<file path="src/rtl/gdh_pkg.sv">
// gdh_pkg: shared constants, codes and types of the grid distance heuristic core
// no dependencies; imported by every module under rtl

package gdh_pkg;

  // coordinate width and the widths that follow from it
  localparam int COORD_BITS = 10;
  localparam int SQ_W       = 2 * COORD_BITS;     // one squared difference
  localparam int SUM_W      = SQ_W + 1;           // dx^2 + dy^2
  localparam int ROOT_W     = COORD_BITS + 4;     // root of 100 * (dx^2 + dy^2)
  localparam int RAD_W      = 2 * ROOT_W;         // radicand and remainder
  localparam int RES_W      = COORD_BITS + 5;     // unsaturated distance
  localparam int DIST_W     = 15;

  localparam logic [DIST_W-1:0] DIST_MAX = {DIST_W{1'b1}};

  // distance_mode register codes
  localparam int MODE_W = 3;
  localparam logic [MODE_W-1:0] MODE_MANHATTAN = 3'd0;
  localparam logic [MODE_W-1:0] MODE_EUCLIDEAN = 3'd1;
  localparam logic [MODE_W-1:0] MODE_OCTILE    = 3'd2;
  localparam logic [MODE_W-1:0] MODE_CHEBYSHEV = 3'd3;

  // operation carried from front to back
  typedef logic [2:0] op_t;
  localparam op_t OP_MANHATTAN = 3'd0;
  localparam op_t OP_EUCLIDEAN = 3'd1;
  localparam op_t OP_OCTILE    = 3'd2;
  localparam op_t OP_CHEBYSHEV = 3'd3;
  localparam op_t OP_ZERO      = 3'd4;

  // queue between front and back
  localparam int QUEUE_DEPTH = 2;
  localparam int QPTR_W      = $clog2(QUEUE_DEPTH);
  localparam int QCNT_W      = $clog2(QUEUE_DEPTH + 1);

  // accepting edge to the edge that samples done
  localparam int PIPE_LAT = ROOT_W + 5;

  typedef struct packed {
    op_t                   op;
    logic [COORD_BITS-1:0] dx;
    logic [COORD_BITS-1:0] dy;
    logic [COORD_BITS-1:0] lo;
    logic [COORD_BITS-1:0] hi;
  } item_t;

  typedef struct packed {
    logic full;
    logic empty;
  } queue_status_t;

endpackage

</file>
<file path="src/rtl/gdh_front.sv">
// gdh_front: classifies a point pair into an operation and its differences
// depends on gdh_pkg

module gdh_front
  import gdh_pkg::*;
(
  input  logic [MODE_W-1:0]     mode,
  input  logic [COORD_BITS-1:0] from_x,
  input  logic [COORD_BITS-1:0] from_y,
  input  logic [COORD_BITS-1:0] to_x,
  input  logic [COORD_BITS-1:0] to_y,
  output item_t                 item
);

  logic [COORD_BITS-1:0] dx;
  logic [COORD_BITS-1:0] dy;

  assign dx = (from_x > to_x) ? from_x - to_x : to_x - from_x;
  assign dy = (from_y > to_y) ? from_y - to_y : to_y - from_y;

  always_comb begin
    item.dx = dx;
    item.dy = dy;
    item.lo = (dx < dy) ? dx : dy;
    item.hi = (dx < dy) ? dy : dx;
    unique case (mode)
      MODE_MANHATTAN: item.op = OP_MANHATTAN;
      MODE_EUCLIDEAN: item.op = OP_EUCLIDEAN;
      MODE_OCTILE:    item.op = OP_OCTILE;
      MODE_CHEBYSHEV: item.op = OP_CHEBYSHEV;
      default:        item.op = OP_ZERO;   // unused modes give zero
    endcase
  end

endmodule

</file>
<file path="src/rtl/gdh_queue.sv">
// gdh_queue: short first-in first-out queue of classified items
// depends on gdh_pkg

module gdh_queue
  import gdh_pkg::*;
(
  input  logic          clk,
  input  logic          rst,
  input  logic          push,
  input  item_t         push_item,
  input  logic          pop,
  output item_t         pop_item,
  output queue_status_t status
);

  item_t             slots [QUEUE_DEPTH];
  logic [QPTR_W-1:0] wr_ptr;
  logic [QPTR_W-1:0] rd_ptr;
  logic [QCNT_W-1:0] count;

  always_ff @(posedge clk) begin
    if (rst) begin
      wr_ptr <= '0;
      rd_ptr <= '0;
      count  <= '0;
    end else begin
      if (push) begin
        wr_ptr <= (wr_ptr == QPTR_W'(QUEUE_DEPTH - 1)) ? '0 : wr_ptr + 1'b1;
      end
      if (pop) begin
        rd_ptr <= (rd_ptr == QPTR_W'(QUEUE_DEPTH - 1)) ? '0 : rd_ptr + 1'b1;
      end
      unique case ({push, pop})
        2'b10:   count <= count + 1'b1;
        2'b01:   count <= count - 1'b1;
        default: count <= count;
      endcase
    end
  end

  always_ff @(posedge clk) begin
    if (push) begin
      slots[wr_ptr] <= push_item;
    end
  end

  assign pop_item     = slots[rd_ptr];
  assign status.full  = (count == QCNT_W'(QUEUE_DEPTH));
  assign status.empty = (count == '0);

endmodule

</file>
<file path="src/rtl/gdh_back.sv">
// gdh_back: pipelined distance evaluation, squares, radicand, one root bit a stage
// depends on gdh_pkg

module gdh_back
  import gdh_pkg::*;
(
  input  logic              clk,
  input  logic              rst,
  input  logic              in_valid,
  input  item_t             in_item,
  output logic              done,
  output logic [DIST_W-1:0] distance
);

  localparam int CMP_W = RES_W + DIST_W;

  // stage a: squares and the straight-line metrics
  logic [RES_W-1:0] sum_xy;
  logic [RES_W-1:0] lin_a;
  logic             a_vld;
  logic             a_euc;
  logic [RES_W-1:0] a_lin;
  logic [SQ_W-1:0]  a_sqx;
  logic [SQ_W-1:0]  a_sqy;

  always_comb begin
    sum_xy = RES_W'(in_item.dx) + RES_W'(in_item.dy);
    unique case (in_item.op)
      OP_MANHATTAN: lin_a = (sum_xy << 3) + (sum_xy << 1);
      OP_OCTILE:    lin_a = (RES_W'(in_item.hi) << 3) + (RES_W'(in_item.hi) << 1)
                          + (RES_W'(in_item.lo) << 2);
      OP_CHEBYSHEV: lin_a = (RES_W'(in_item.hi) << 3) + (RES_W'(in_item.hi) << 1);
      default:      lin_a = '0;
    endcase
  end

  always_ff @(posedge clk) begin
    if (rst) begin
      a_vld <= 1'b0;
    end else begin
      a_vld <= in_valid;
    end
  end

  always_ff @(posedge clk) begin
    a_euc <= (in_item.op == OP_EUCLIDEAN);
    a_lin <= lin_a;
    a_sqx <= SQ_W'(in_item.dx) * SQ_W'(in_item.dx);
    a_sqy <= SQ_W'(in_item.dy) * SQ_W'(in_item.dy);
  end

  // stage b: sum of squares
  logic             b_vld;
  logic             b_euc;
  logic [RES_W-1:0] b_lin;
  logic [SUM_W-1:0] b_sum;

  always_ff @(posedge clk) begin
    if (rst) begin
      b_vld <= 1'b0;
    end else begin
      b_vld <= a_vld;
    end
  end

  always_ff @(posedge clk) begin
    b_euc <= a_euc;
    b_lin <= a_lin;
    b_sum <= SUM_W'(a_sqx) + SUM_W'(a_sqy);
  end

  // stage c and root stages: entry 0 holds the radicand 100 * sum
  logic             s_vld  [0:ROOT_W];
  logic             s_euc  [0:ROOT_W];
  logic [RES_W-1:0] s_lin  [0:ROOT_W];
  logic [RAD_W-1:0] s_rem  [0:ROOT_W];
  logic [RAD_W-1:0] s_root [0:ROOT_W];

  always_ff @(posedge clk) begin
    if (rst) begin
      s_vld[0] <= 1'b0;
    end else begin
      s_vld[0] <= b_vld;
    end
  end

  always_ff @(posedge clk) begin
    s_euc[0]  <= b_euc;
    s_lin[0]  <= b_lin;
    s_rem[0]  <= (RAD_W'(b_sum) << 6) + (RAD_W'(b_sum) << 5) + (RAD_W'(b_sum) << 2);
    s_root[0] <= '0;
  end

  for (genvar i = 0; i < ROOT_W; i++) begin : g_root
    localparam int SH = 2 * (ROOT_W - 1 - i);

    logic [RAD_W-1:0] bit_val;
    logic [RAD_W:0]   trial;
    logic             take;

    assign bit_val = RAD_W'(1) << SH;
    assign trial   = {1'b0, s_root[i]} + {1'b0, bit_val};
    assign take    = ({1'b0, s_rem[i]} >= trial);

    always_ff @(posedge clk) begin
      if (rst) begin
        s_vld[i+1] <= 1'b0;
      end else begin
        s_vld[i+1] <= s_vld[i];
      end
    end

    always_ff @(posedge clk) begin
      s_euc[i+1] <= s_euc[i];
      s_lin[i+1] <= s_lin[i];
      if (take) begin
        s_rem[i+1]  <= s_rem[i] - trial[RAD_W-1:0];
        s_root[i+1] <= (s_root[i] >> 1) + bit_val;
      end else begin
        s_rem[i+1]  <= s_rem[i];
        s_root[i+1] <= s_root[i] >> 1;
      end
    end
  end

  // output stage: round to nearest, pick metric, saturate
  logic [RES_W-1:0] rounded;
  logic [RES_W-1:0] picked;
  logic [CMP_W-1:0] wide;

  assign rounded = RES_W'(s_root[ROOT_W][ROOT_W-1:0])
                 + RES_W'(s_rem[ROOT_W] > s_root[ROOT_W]);
  assign picked  = s_euc[ROOT_W] ? rounded : s_lin[ROOT_W];
  assign wide    = CMP_W'(picked);

  always_ff @(posedge clk) begin
    if (rst) begin
      done <= 1'b0;
    end else begin
      done <= s_vld[ROOT_W];
    end
  end

  always_ff @(posedge clk) begin
    distance <= (wide > CMP_W'(DIST_MAX)) ? DIST_MAX : wide[DIST_W-1:0];
  end

endmodule

</file>
<file path="src/rtl/grid_distance_heuristic_core.sv">
// grid_distance_heuristic_core: an accepted pair passes the queue, stages a to c, the
// root stages and the output stage before done is high; one pair accepted every cycle,
// set by the root pipeline that resolves one root bit a stage; the receiver
// cannot stall. reset clears the mode to manhattan and empties queue and
// pipeline; busy is high during reset and otherwise only if the queue ever fills.
// depends on gdh_pkg, gdh_front, gdh_queue, gdh_back

module grid_distance_heuristic_core
  import gdh_pkg::*;
(
  input  logic                  clk,
  input  logic                  rst,
  // command side
  input  logic                  start,
  output logic                  busy,
  input  logic [COORD_BITS-1:0] from_x,
  input  logic [COORD_BITS-1:0] from_y,
  input  logic [COORD_BITS-1:0] to_x,
  input  logic [COORD_BITS-1:0] to_y,
  // distance_mode register
  input  logic                  mode_we,
  input  logic [MODE_W-1:0]     mode_wdata,
  // result side, one beat per accepted pair
  output logic                  done,
  output logic [DIST_W-1:0]     distance
);

  // configured metric
  logic [MODE_W-1:0] mode;

  always_ff @(posedge clk) begin
    if (rst) begin
      mode <= MODE_MANHATTAN;
    end else if (mode_we) begin
      mode <= mode_wdata;
    end
  end

  // front: abs differences, min and max, operation code
  item_t front_item;

  gdh_front u_front (
    .mode   (mode),
    .from_x (from_x),
    .from_y (from_y),
    .to_x   (to_x),
    .to_y   (to_y),
    .item   (front_item)
  );

  // a beat enters the queue when start meets a free slot
  logic          accept;
  logic          pop;
  item_t         head_item;
  queue_status_t q_status;

  assign busy   = rst | q_status.full;
  assign accept = start & ~busy;
  // the back half never stalls, so the head leaves as soon as it is there
  assign pop    = ~q_status.empty;

  gdh_queue u_queue (
    .clk       (clk),
    .rst       (rst),
    .push      (accept),
    .push_item (front_item),
    .pop       (pop),
    .pop_item  (head_item),
    .status    (q_status)
  );

  // back: squares, radicand, root stages, rounding and saturation
  gdh_back u_back (
    .clk      (clk),
    .rst      (rst),
    .in_valid (pop),
    .in_item  (head_item),
    .done     (done),
    .distance (distance)
  );

  // the back half drains one beat a cycle, so the queue never fills
  a_never_full : assert property (@(posedge clk) disable iff (rst) !q_status.full)
    else $error("queue filled although the back half never stalls");

  a_status_sane : assert property (@(posedge clk) disable iff (rst)
    !(q_status.full && q_status.empty))
    else $error("queue reports full and empty together");

  // every accepted pair gives its result beat on done
  a_latency : assert property (@(posedge clk) disable iff (rst)
    accept |-> ##PIPE_LAT done)
    else $error("result beat missing after an accepted pair");

  a_no_spurious : assert property (@(posedge clk) disable iff (rst)
    done |-> $past(accept, PIPE_LAT))
    else $error("result beat without an accepted pair");

endmodule

</file>
<file path="config.mk">
export PLATFORM = sky130hd
export DESIGN_NAME = grid_distance_heuristic_core
export DESIGN_NICKNAME = d
export VERILOG_FILES = /design/src/rtl/gdh_pkg.sv /design/src/rtl/gdh_front.sv /design/src/rtl/gdh_queue.sv /design/src/rtl/gdh_back.sv /design/src/rtl/grid_distance_heuristic_core.sv
export SDC_FILE = /design/constraint.sdc
export NUM_CORES = 2
export LEC_CHECK = 0
export BUFFER_PORTS_ARGS = -buffer_cell sky130_fd_sc_hd__buf_2
export CORE_ASPECT_RATIO = 0.75
export CORE_MARGIN = 5
export CORE_UTILIZATION = 50
export CTS_CLUSTER_DIAMETER = 50
export DETAILED_ROUTE_END_ITERATION = 10
export PLACE_DENSITY = 0.64
export SLEW_MARGIN = 0
export SYNTH_ARGS = -nofsm -noshare
export SYNTH_HDL_FRONTEND = slang
export SYNTH_SLANG_ARGS = --single-unit
</file>
<file path="constraint.sdc">
create_clock -name clk -period 12.11 [get_ports clk]
set_input_delay 1.8165 -clock clk [delete_from_list [all_inputs] [get_ports clk]]
set_output_delay 1.8165 -clock clk [all_outputs]
set_load 0.01 [all_outputs]
</file>
==> metrics.yaml <==
synth:
  postSynthCellCount: 3909
  yosysUniqueCellTypes: 93
  netlist_top_cells_area: "dfxtp_1 42%, ha_1 11%, edfxtp_1 6.3%"
  ys.flop_type: "dfxtp_1"
  yosys_warnings: 0
  yosysSeqAreaShare_pct: 47.98
  synth_seq_cells: 936
  synth_top_area_share_pct: 41.66
  synth_top_area_cell: "dfxtp_1"
  syn-cell-area_um2: 40850
  synth_edf_count: 86
  synthArstFlopShare_pct: 0
  syn_nets: 4430
  avgSynthCellArea_um2: 10.45
global_route:
  first_global_vias: 25320
  antenna_found_initial: 1
  grt_pass1_wl_um: 128200
  track_usage_pct: 17.50
  overflow: 0
  grt_max_degree: 52
timing:
  slew_violations: 0
  hold_violations: 0
  setup_tns_ns: 0
  slew_headroom_pct: 27.86
  post-route-period-util_pct: 54.97
  setup_violations: 0
  finalWorstPathRequiredPeriod_ns: 6.657
  rsz0062_at_grt: "no"
  worstMarginPinSlew_ns: 1.074
  clock_skew_ns: 0.04003
  fmax_ghz: 0.1502
critical_path:
  path_class: "flop to flop"
  start_kind: "flop"
  crit_buf_inv: 6
  cp-end-kind: "flop"
  worst_path_max_delay_cell: "mux2i_1"
  cp.depth: 20
  cp-endpoint: "u_back.a_sqx[16]"
  rrSetupSlack_ns: 5.45
  worstPathMaxFanout: 51
  worstPathRequired_ns: 12.68
  cpMostUsedCell: "inv_1"
  crit_chain: "buf_4 > mux2i_1 > inv_1 > fa_1 > inv_1 > fa_1 > inv_1 > ha_1 > fa_1 > inv_1 > fa_1 > inv_1 > ha_1 > a21oi_1 > nor2_1 > a221o_1 > o41a_1 > a21oi_1 > nor2b_1 > xnor2_1"
  slowest_delay_ns: 0.67
  cp.arrival_ns: 7.23
  crit_family: "adder cells"
  reg2reg_depth: 20
  reg2reg_to: "u_back.a_sqx[16]"
clocking:
  cts_max_level: 3
  insertion_delay_ns: 0.65
  max-clock-path-buffers: 3
  numCtsBuffers: 90
  post_cts_buffers: 0
  cts_sinks: 936
  cts_hold_buf: 0
  cts_resized: 0
  root_buffer: "clkbuf_16"
  tritoncts: "built"
  clkTransAtPathRegs_ns: 0.07
floorplan:
  start_util_pct: 50.59
  die_w_um: 340.0
  die_height_um: 257.5
  die_area_um2: 87570
  core_area_um2: 80740
  pin_count: 64
  core.rowCount: 90
route:
  viasPerCell: 5.144
  wl_um: 77020
  ant_nets: 0
  dr.pass1.iters: 5
  route.detailed.drc: 0
  first_iter_violations: 1764
  num_vias: 26520
  wl_per_cell_um: 14.94
cells_and_area:
  drive_gt1_share_pct: 7.784
  post-route-cell-area_um2: 45550
  diodes: 0
  finalNonFillerCells: 5156
  final_cell_mix: "849 x dfxtp_1, 438 x inv_1, 354 x ha_1"
  area_growth_pct: 11.52
  final_common_cell: "dfxtp_1"
  final_net_count: 4545
placement:
  port_buffers: 63
  gp_congestion: 0.8687
  place_hpwl_um: 59010
  dp_cells: 4990
  placed_area_um2: 42360
worst_hold_path:
  min_path_type: "flop to flop"
outcome:
  status: "finished, final reports clean"
run:
  maxCapViolations: 0
-- worst min-delay path by stage --
| stage | from | slack, ns | depth (start not counted) | endpoint |
|---|---|---|---|---|
| floorplan | u_back.a_euc | 0.31 | 0 | u_back.b_euc |
| finish | u_back.s_lin[0][4] | 0.29 | 0 | u_back.s_lin[0][19] |
| CTS | u_back.s_lin[0][4] | 0.28 | 0 | u_back.s_lin[0][19] |
| detailed placement | u_back.s_euc[0][3] | 0.31 | 0 | u_back.s_euc[1][0] |
| global route | u_back.s_lin[0][4] | 0.29 | 0 | u_back.s_lin[0][19] |
| global placement | u_back.s_rem[0][9] | 0.31 | 0 | u_back.s_rem[0][37] |
-- layer usage --
layer | GRT usage, % | vias up | routed length (um)
met4 | 4.176 | 2 | 1464
met2 | 25.93 | 486 | 32110
met5 | 0 | - | 13
met1 | 26.81 | 12300 | 39910
li1 | - | 13620 | -
met3 | 2.807 | 108 | 3521
-- synth_stat cells (all sizes together), types with 6 or more instances --
master and instances:
dfxtp 850, inv 442, ha 354, nor2 271, a21oi 204, nand2 200
xnor2 178, o21ai 168, fa 120, nor3 106, xor2 91, edfxtp 86
nor2b 59, a21o 57, nand3 56, mux2 53, o21a 51, mux2i 48
nor4 45, nand4 35, o31ai 33, or3 32, clkbuf 28, o21bai 25
nand2b 24, or2 23, a211oi 22, buf 21, a31oi 19, and2 17
nor4b 16, or4 15, and3 13, o41ai 11, o22ai 9, a2111oi 8
a21boi 8, and4 8, o211ai 8, a211o 7, o2111ai 7, nand4b 6
nor3b 6
-- state kept, by name (all words and copies together) (netlist names), named ones only --
name             count
u_back.s_rem       391
u_back.a_lin        14
u_back.a_sqx        19
u_back.distance     15
u_back.b_sum        21
u_back.done          1
u_back.s_euc        15
u_back.s_lin       210
u_back.s_vld        15
u_back.a_euc         1
u_back.s_root      104
u_back.a_sqy        19
mode                 3
u_queue.rd_ptr       1
u_back.b_euc         1
u_queue.wr_ptr       1
u_queue.count        2
u_back.a_vld         1
u_back.b_lin        14
u_back.b_vld         1
u_queue.slots       86
-- metrics by stage --
step                      utilization [%]  setup slack, ns  hold slack [ns]
final                               56.42            5.453           0.2906
after global routing                56.42            5.186           0.2884
after CTS                           56.42            5.518           0.2832
after detailed placement            52.47            5.543           0.3121
after global placement              52.47            5.708           0.3097
after floorplan                         -            5.900           0.3096
-- kinds of logic (layout without fill, tap and decap cells) --
kind of cell | count (synthesis) | in the layout | synth area share, %
AOI/OAI and AO/OA | 689 | 689 | 10.75
DFF | 936 | 936 | 47.98
and+or+nand+nor | 945 | 945 | 11.49
buffers and inverters | 495 | 684 | 4.616
muxes | 101 | 101 | 2.677
xor gates and xnor gates | 269 | 269 | 5.768
adders and majority gates | 474 | 474 | 16.72
-- area by class of cell --
class | instances | area (um^2)
clock buffer | 121 | 2582
inverter | 446 | 1674
clock inverter | 45 | 606.8
fill | 6868 | 35190
multi-input combinational | 2478 | 19380
timing repair buffer | 72 | 382.9
sequential | 936 | 19600
tap | 1058 | 1324
Power is left out: the tool's default activity adds up to more than one toggle a clock period on the data nets, which glitch-free logic cannot reach.
